`config.mk`:
```
export PLATFORM = sky130hd
export DESIGN_NAME = grm_ctrl
export DESIGN_NICKNAME = d
export VERILOG_FILES = /design/src/rtl/core/grm_pkg.sv /design/src/rtl/core/grm_ctrl.sv
export SDC_FILE = /design/constraint.sdc
export NUM_CORES = 1
export LEC_CHECK = 0
export BUFFER_PORTS_ARGS = -buffer_cell sky130_fd_sc_hd__buf_2
export CORE_MARGIN = 4
export CORE_UTILIZATION = 40
export DETAILED_ROUTE_END_ITERATION = 8
export HOLD_SLACK_MARGIN = 0.15
export PLACE_DENSITY = 0.6
export SYNTH_ARGS = -nofsm -noshare
export SYNTH_HDL_FRONTEND = slang
export SYNTH_SLANG_ARGS = --single-unit
```
`constraint.sdc`:
```
create_clock -name clk -period 1.9 [get_ports clk]
set_input_delay 0.38 -clock clk [delete_from_list [all_inputs] [get_ports clk]]
set_output_delay 0.38 -clock clk [all_outputs]
set_load 0.01 [all_outputs]
```
`src/rtl/core/grm_pkg.sv`:
```
`timescale 1ns / 1ps
// Shared types, constants and coefficient lookup for the grid ray marcher.
package grm_pkg;

  // Default configuration of the top level
  localparam int DEF_MAX_STEPS  = 255;
  localparam int DEF_MAP_DIM    = 64;
  localparam int DEF_ANGLE_BITS = 12;

  // Fixed-point constants
  localparam int          ONE_Q16        = 65536;
  localparam int          POS_W          = 24;      // signed ray position, Q16
  localparam logic [15:0] STEP_LEN_RESET = 16'd6554;
  localparam logic [3:0]  WALL_CODE      = 4'd1;
  localparam logic [3:0]  SEEN_CODE      = 4'd8;
  localparam logic [22:0] DIST_MAX       = 23'h7FFFFF;

  // Command codes
  localparam logic [1:0] CMD_WRITE = 2'd0;
  localparam logic [1:0] CMD_READ  = 2'd1;
  localparam logic [1:0] CMD_CAST  = 2'd2;
  localparam logic [1:0] CMD_NOP   = 2'd3;

  // Highest-order Q30 coefficient of the quarter-wave sine polynomial
  localparam logic [30:0] SIN_COEF_TOP = 31'd172272;

  typedef struct packed {
    logic [1:0]  command;
    logic [5:0]  cell_row;
    logic [5:0]  cell_col;
    logic [3:0]  cell_value;
    logic [21:0] pos_x;
    logic [21:0] pos_y;
    logic [11:0] ray_angle;
  } item_t;

  typedef struct packed {
    logic [22:0] distance;
    logic        hit_wall;
    logic [3:0]  read_value;
  } result_t;

  typedef enum logic [4:0] {
    ST_IDLE,
    ST_CELL_WR,
    ST_CELL_RD,
    ST_CELL_CAP,
    ST_MUL_UU,
    ST_LOAD_U2,
    ST_MUL_U2T,
    ST_HORNER,
    ST_MUL_UT,
    ST_ROUND,
    ST_MUL_SC,
    ST_SET_DX,
    ST_MUL_SS,
    ST_SET_DY,
    ST_MARCH_FIRST,
    ST_MARCH,
    ST_DIST_ABS,
    ST_DIST_SUM,
    ST_FIN
  } st_t;

  typedef enum logic [4:0] {
    OP_NONE,
    OP_LATCH,
    OP_CELL_WR,
    OP_CELL_RD,
    OP_CELL_CAP,
    OP_MUL_UU,
    OP_LOAD_U2,
    OP_MUL_U2T,
    OP_HORNER,
    OP_MUL_UT,
    OP_ROUND,
    OP_MUL_SC,
    OP_SET_DX,
    OP_MUL_SS,
    OP_SET_DY,
    OP_MARCH_FIRST,
    OP_MARCH,
    OP_DIST_ABS,
    OP_DIST_SUM,
    OP_LOAD_OUT
  } dp_op_t;

  typedef struct packed {
    dp_op_t     op;
    logic       side;      // 0: sine of u, 1: sine of one minus u
    logic [1:0] coef_idx;  // Horner coefficient for this step
    logic       advance;   // march: take the next step
  } dp_cmd_t;

  // Q30 coefficients of sin(pi/2 * u), orders 1, 3, 5, 7
  function automatic logic [30:0] sin_coef(input logic [1:0] idx);
    logic [30:0] c;
    case (idx)
      2'd0:    c = 31'd1686629713;
      2'd1:    c = 31'd693598668;
      2'd2:    c = 31'd85569306;
      default: c = 31'd5026995;
    endcase
    return c;
  endfunction

endpackage

```
`src/rtl/core/grm_ctrl.sv`:
```
`timescale 1ns / 1ps
// Controller state machine: sequences commands, trig evaluation and the march.
module grm_ctrl #(
  parameter int MAX_STEPS = grm_pkg::DEF_MAX_STEPS
) (
  input  logic             clk,
  input  logic             rst,
  input  logic             item_valid,
  input  logic [1:0]       item_cmd,
  output logic             item_stall,
  output logic             result_valid,
  input  logic             result_stall,
  input  logic             wall,
  output grm_pkg::dp_cmd_t cmd
);

  import grm_pkg::*;

  localparam int SCW = $clog2(MAX_STEPS + 2);
  localparam logic [SCW-1:0] LAST_STEP = SCW'(MAX_STEPS + 1);

  st_t            state;
  st_t            state_next;
  logic           side;
  logic [1:0]     horner_idx;
  logic [SCW-1:0] step_cnt;
  logic           last_step;
  logic           march_done;
  logic           can_load;

  assign last_step  = (step_cnt == LAST_STEP);
  assign march_done = wall || last_step;
  assign can_load   = !result_valid || !result_stall;

  // next state
  always_comb begin
    state_next = state;
    unique case (state)
      ST_IDLE: begin
        if (item_valid) begin
          unique case (item_cmd)
            CMD_WRITE: state_next = ST_CELL_WR;
            CMD_READ:  state_next = ST_CELL_RD;
            CMD_CAST:  state_next = ST_MUL_UU;
            CMD_NOP:   state_next = ST_FIN;
            default:   state_next = ST_FIN;
          endcase
        end
      end
      ST_CELL_WR:     state_next = ST_FIN;
      ST_CELL_RD:     state_next = ST_CELL_CAP;
      ST_CELL_CAP:    state_next = ST_FIN;
      ST_MUL_UU:      state_next = ST_LOAD_U2;
      ST_LOAD_U2:     state_next = ST_MUL_U2T;
      ST_MUL_U2T:     state_next = ST_HORNER;
      ST_HORNER:      state_next = (horner_idx == 2'd0) ? ST_MUL_UT : ST_MUL_U2T;
      ST_MUL_UT:      state_next = ST_ROUND;
      ST_ROUND:       state_next = side ? ST_MUL_SC : ST_MUL_UU;
      ST_MUL_SC:      state_next = ST_SET_DX;
      ST_SET_DX:      state_next = ST_MUL_SS;
      ST_MUL_SS:      state_next = ST_SET_DY;
      ST_SET_DY:      state_next = ST_MARCH_FIRST;
      ST_MARCH_FIRST: state_next = ST_MARCH;
      ST_MARCH:       state_next = march_done ? ST_DIST_ABS : ST_MARCH;
      ST_DIST_ABS:    state_next = ST_DIST_SUM;
      ST_DIST_SUM:    state_next = ST_FIN;
      ST_FIN:         state_next = can_load ? ST_IDLE : ST_FIN;
      default:        state_next = ST_IDLE;
    endcase
  end

  // datapath commands
  always_comb begin
    cmd          = '0;
    cmd.op       = OP_NONE;
    cmd.side     = side;
    cmd.coef_idx = horner_idx;
    item_stall   = (state != ST_IDLE);
    unique case (state)
      ST_IDLE:        cmd.op = item_valid ? OP_LATCH : OP_NONE;
      ST_CELL_WR:     cmd.op = OP_CELL_WR;
      ST_CELL_RD:     cmd.op = OP_CELL_RD;
      ST_CELL_CAP:    cmd.op = OP_CELL_CAP;
      ST_MUL_UU:      cmd.op = OP_MUL_UU;
      ST_LOAD_U2:     cmd.op = OP_LOAD_U2;
      ST_MUL_U2T:     cmd.op = OP_MUL_U2T;
      ST_HORNER:      cmd.op = OP_HORNER;
      ST_MUL_UT:      cmd.op = OP_MUL_UT;
      ST_ROUND:       cmd.op = OP_ROUND;
      ST_MUL_SC:      cmd.op = OP_MUL_SC;
      ST_SET_DX:      cmd.op = OP_SET_DX;
      ST_MUL_SS:      cmd.op = OP_MUL_SS;
      ST_SET_DY:      cmd.op = OP_SET_DY;
      ST_MARCH_FIRST: cmd.op = OP_MARCH_FIRST;
      ST_MARCH: begin
        cmd.op      = OP_MARCH;
        cmd.advance = !march_done;
      end
      ST_DIST_ABS:    cmd.op = OP_DIST_ABS;
      ST_DIST_SUM:    cmd.op = OP_DIST_SUM;
      ST_FIN:         cmd.op = can_load ? OP_LOAD_OUT : OP_NONE;
      default:        cmd.op = OP_NONE;
    endcase
  end

  always_ff @(posedge clk) begin
    if (rst) begin
      state        <= ST_IDLE;
      side         <= 1'b0;
      horner_idx   <= 2'd0;
      step_cnt     <= '0;
      result_valid <= 1'b0;
    end else begin
      state <= state_next;
      if (state == ST_IDLE) begin
        side <= 1'b0;
      end else if (state == ST_ROUND) begin
        side <= 1'b1;
      end
      if (state == ST_LOAD_U2) begin
        horner_idx <= 2'd3;
      end else if (state == ST_HORNER) begin
        horner_idx <= horner_idx - 2'd1;
      end
      if (state == ST_MARCH_FIRST) begin
        step_cnt <= SCW'(1);
      end else if (state == ST_MARCH && !march_done) begin
        step_cnt <= step_cnt + SCW'(1);
      end
      if (cmd.op == OP_LOAD_OUT) begin
        result_valid <= 1'b1;
      end else if (!result_stall) begin
        result_valid <= 1'b0;
      end
    end
  end

  a_accept_leaves_idle: assert property (@(posedge clk) disable iff (rst)
    (item_valid && !item_stall) |=> (state != ST_IDLE))
    else $error("accepted transaction did not start work");

  a_step_bound: assert property (@(posedge clk) disable iff (rst)
    (state == ST_MARCH) |-> (step_cnt != '0 && step_cnt <= LAST_STEP))
    else $error("march step count out of range");

  a_fin_holds: assert property (@(posedge clk) disable iff (rst)
    (state == ST_FIN && result_valid && result_stall) |=> (state == ST_FIN && result_valid))
    else $error("result overwritten while stalled");

endmodule

```
---- Word-level counts from Yosys, hierarchy flattened ----
Cells that the tools add are included.
storage, ports and cells
  register bits ........................... 18
  bits of input ports ..................... 7
  output and inout port bits .............. 11
  logic and storage cells ................. 65
operators by class
  add/subtract/negate cells ............... 2
  eq/ne operators ......................... 25
  muxes and demuxes ....................... 17
  reduce and logical (&&, ||, !) cells .... 15
operator list
  operator                                             number
  case mux 5 bit (19 select lines)                     1
  case mux 5 bit (17 select lines)                     1
  equality test 5 x 4 -> 1 bit, second input constant  8
  equality test 5 x 3 -> 1 bit, second input constant  4
  equality test 5 bit, second input constant           4
  2-to-1 mux 5 bit                                     4
  case mux 5 bit (4 select lines)                      1
  equality test 5 x 2 -> 1 bit, second input constant  2
  adder 9 x 1 -> 9 bit, second input constant          1
  equality test 9 bit, second input constant           1
  2-to-1 mux 4 bit                                     2
  2-to-1 mux 1 bit                                     6
  equality test 5 x 1 -> 1 bit, second input constant  1
  zero test 5 bit                                      1
  nonzero test 5 bit                                   1
  equality test 2 bit, second input constant           2
  zero test 2 bit                                      2
  2-to-1 mux 2 bit                                     2
  nonzero test 2 bit                                   2
  OR reduction 2 bit                                   2
  zero test 1 bit                                      3
  OR reduction 3 bit                                   1
  equality test 2 x 1 -> 1 bit, second input constant  1
  logical OR 1 bit                                     2
  other kinds (4)                                      4

---- Longest topological paths before layout ----
  depth after elaboration ................. 6
  mapped depth ............................ 8
  mapped depth without buffers ............ 7

---- Worst setup path after synthesis ----
No wires, ideal clock.
  path type ............................... register to register
  from .................................... register step_cnt[0]
  to ...................................... register step_cnt[8]
  setup time .............................. 0.115 ns
  data arrival time ....................... 1.591 ns
  required time ........................... 1.785 ns
  path slack .............................. 0.194 ns
  stages on the path, launching flop included .. 8
  path buffers ............................ 0
  clock period less this slack ............ 1.706 ns
  cells stage by stage .................... dfxtp_1 -> inv_1 -> ha_1 -> nor4b_1 -> a21oi_2 -> nand4_1 -> o21a_1 -> o21ba_2
on the way
  longest elaborated chain between the ends .. 4
  elaborated cells on any way between the ends .. 5
  classes of those cells .................. add/sub (1); eq/ne (1); reduce/logical (3)
ends and longest elaborated chain
  what                                                          line             text
  start, declared                                               grm_ctrl.sv:26   logic [SCW-1:0] step_cnt;
  start signal, assigned                                        grm_ctrl.sv:128  step_cnt <= step_cnt + SCW'(1);
  branches (longest 4 deep; another with adder 9 x 1 -> 9 bit)  --
Parallel ways; which one is timed is not known.
A chain may end at the register's enable or synchronous reset.

==> results_dict.tcl <==
set metrics [dict create \
    gr-total-overflow 0 \
    netlist_instances 153 \
    grt_pass1_wl_um 5430 \
    final.setup_skew_ns 0.007828 \
    drtPass1Iterations 4 \
    max_fanout_on_critical_path 3 \
    maxCapViolCount 0 \
    p_sw_uw 663.0 \
    boundaryPins 18 \
    worstSetupStartpointType "flip-flop" \
    vias_per_cell 5.546 \
    number_of_drc_violations_after_detailed_routing 0 \
    timing.hold.worst.class "primary input to flip-flop" \
    grt_pass1_vias 1154 \
    synth.avg_cell_area_um2 7.802 \
    detail_route.iter0.violations 62 \
    dieWidth_um 62.63 \
    numPortBuffers 17 \
    synth-seq-area-share_pct 30.19 \
    post_synthesis_register_bit_count 18 \
    floorplan.die_area_mm2 0.003922 \
    detail_route.wl_per_cell_um 14.39 \
    share_of_cell_area_taken_by_muxes_after_synthesis_pct 0.8386 \
    post_synth_fa_ha_maj_area_fraction_pct 3.145 \
    fin_ws_ns 0.003950 \
    worst_slew_pin_slew_ns 0.4173 \
    core_mm2 0.002805 \
    layout_common_cells "sky130_fd_sc_hd__buf_4 (25), sky130_fd_sc_hd__nor2_1 (22), sky130_fd_sc_hd__buf_2 (16)" \
    yosys.area_share.simple_pct 29.25 \
    clock_power_share_pct 11.8 \
    drive_gt1_share_pct 37.97 \
    worst_setup_path_type "flip-flop to primary output" \
    peakVddDrop_mv 0.4074 \
    dr_total_vias 1209 \
    internal_power_uw 985.9 \
    htree_num_levels 1 \
    synthXorXnorAreaFrac_pct 7.338 \
    starting_utilization_of_the_core_area_pct 42.55 \
    insertion_delay_ns 0.30 \
    timing_max_transition_violations_final 0 \
    num-nets-final 199 \
    final-hold-violation-count 0 \
    most_instantiated_flip_flop_cell_in_the_synthesis_netlist "sky130_fd_sc_hd__dfxtp_1" \
    fmax_ghz 0.5274 \
    final_area_mm2 0.001519 \
    ys_warn_count 0 \
    dieHeight_um 62.63 \
    worstPathArrival_ns 1.52 \
    tritoncts.num_buffers 3 \
    switching_share_pct 40.21 \
    dpl_cell_area_mm2 0.001340 \
    antenna_found_initial 0 \
    tns_ns 0 \
    cts.sink_count 18 \
    power.combinational.fraction_pct 59.6 \
    final.fill_count 294 \
    fin_cells 218 \
    tritoncts "yes" \
    area.growth.synth_to_final_pct 27.25 \
    setup_repair_after_global_routing_missed_its_margin "yes" \
    grt.total_usage_pct 17.16 \
    row_count 19 \
    setup_viol 0 \
    compound_cell_area_share_of_the_yosys_netlist_pct 21.38 \
    timing.final.crit_period_ns 1.896 \
    cts.root.buffer_cell "sky130_fd_sc_hd__clkbuf_4" \
    max-slew-margin-rel_pct 71.96 \
    critPathRequiredTime_ns 1.52 \
    synth_enable_flop_cells 0 \
    async_flop_share_pct 0 \
    synth_cell_types 45 \
    power.density_mw_per_mm2 1086 \
    fin_util_pct 54.15 \
    post-place-cells 202 \
    worstSetupEndpointType "primary output" \
    postRouteAntennaNets 0 \
    hpwlAfterDp_um 2225 \
    gp_weighted_congestion 0.8485 \
    grt_start_max_net_pins 12 \
    outcome "finished, final reports clean" \
    power_frac_seq_pct 28.6 \
    n_antenna_cell 0 \
    synth.net_count 163 \
    synth_top_family_by_area "simple AND/OR/NAND/NOR gates" \
    clock_path_buffers 2 \
    drt_wl_total_um 3137 \
    mostFrequentLayoutCell "sky130_fd_sc_hd__buf_4" \
    detailedPlace.worstSlack_ns 0.09573 \
    path_clk_slew_ns 0.11 \
    post-route-period-util_pct 99.79 \
    total_leakage_power_uw 0.0006414 \
    netlist_area_mm2 0.001194 \
]
metrics by stage:
stage               power (uW)  hold WS [ns]
floorplan                 1013        0.4491
detailed placement        1223        0.5129
CTS                       1577        0.3316
global placement          1212        0.5008
finish                    1649        0.3408
global route              1783        0.3311
Yosys cell counts, types with 2 or more instances:
master / number / area, um2
sky130_fd_sc_hd__nor2_1: 22 / 82.58
sky130_fd_sc_hd__dfxtp_1: 18 / 360.4
sky130_fd_sc_hd__a21oi_1: 12 / 60.06
sky130_fd_sc_hd__nand2_1: 9 / 33.78
sky130_fd_sc_hd__nand3_1: 9 / 45.04
sky130_fd_sc_hd__inv_1: 8 / 30.03
sky130_fd_sc_hd__xor2_1: 8 / 70.07
sky130_fd_sc_hd__o21ai_0: 7 / 35.03
sky130_fd_sc_hd__nand4_1: 5 / 31.28
sky130_fd_sc_hd__nor3_1: 5 / 25.02
sky130_fd_sc_hd__clkbuf_1: 4 / 15.01
sky130_fd_sc_hd__and3_1: 3 / 18.77
sky130_fd_sc_hd__buf_2: 3 / 15.01
sky130_fd_sc_hd__ha_1: 3 / 37.54
sky130_fd_sc_hd__a21o_1: 2 / 15.01
sky130_fd_sc_hd__and2_1: 2 / 12.51
sky130_fd_sc_hd__buf_6: 2 / 22.52
sky130_fd_sc_hd__nor2_2: 2 / 12.51
sky130_fd_sc_hd__o211ai_1: 2 / 15.01
sky130_fd_sc_hd__xnor2_1: 2 / 17.52
critical path, cell delays in order, from the launching register on:
cell and delay, ns:
sky130_fd_sc_hd__dfxtp_4 0.36, sky130_fd_sc_hd__or3_4 0.40, sky130_fd_sc_hd__nor3_4 0.19, sky130_fd_sc_hd__a21o_1 0.14
sky130_fd_sc_hd__buf_2 0.12
registers in the layout, indices dropped and copies added, names as in the netlist:
| signal | flops |
|---|---|
| result_valid | 1 |
| step_cnt | 9 |
| state | 5 |
| horner_idx | 2 |
| side | 1 |
final cells by class:
cell class,count,area (um2),area share [%]
sequential,18,372.9,24.55
clock buffer,3,22.52,1.483
timing repair buffer,41,267.8,17.63
tap,31,38.79,2.554
multi-input combinational,116,779.5,51.32
inverter,9,37.54,2.471
metal layers:
layer / vias to the layer above / part of all wire, % / GRT usage (%)
li1: 607 / - / -
met1: 557 / 47 / 23.36
met2: 38 / 46 / 25.30
met3: 7 / 5.4 / 4.137
met4: 0 / 1.2 / 7.989
met5: - / 0 / 0
timing repair:
action,CTS,global route
cloned,0,0
setup buffers,8,5
pin swaps,4,5
gates resized for setup,10,9
hold buffers,0,0
setup endpoints to repair,4,5
power by group through the flow:
stage                     sequential [uW]  clock [uW]  combinational (uW)
after global routing                  481         224                1080
after global placement                492           0                 720
after detailed placement              492           0                 730
after floorplan                       444           0                 569
final                                 472         195                 982
after CTS                             467         202                 907
path summary, 6_finish.rpt:
path | from | endpoint | slack, ns | cells after the start
max | state[4]$_SDFFE_PP0P_ | cmd[4] | 0.004 | 4
min | rst | result_valid$_SDFFE_PP0P_ | 0.34 | 2
max reg2reg | state[4]$_SDFFE_PP0P_ | state[0]$_SDFFE_PP0P_ | 0.21 | 8
min reg2reg | horner_idx[1]$_SDFFE_PP0P_ | horner_idx[1]$_SDFFE_PP0P_ | 0.53 | 2
kinds of logic after synthesis:
logic type      count (synthesis)
simple gates                   66
compound gates                 36
buf+inv                        19
flops                          18
xor+xnor                       10
fa+ha+maj                       3
mux                             1
(Power assumes the default switching activity.)
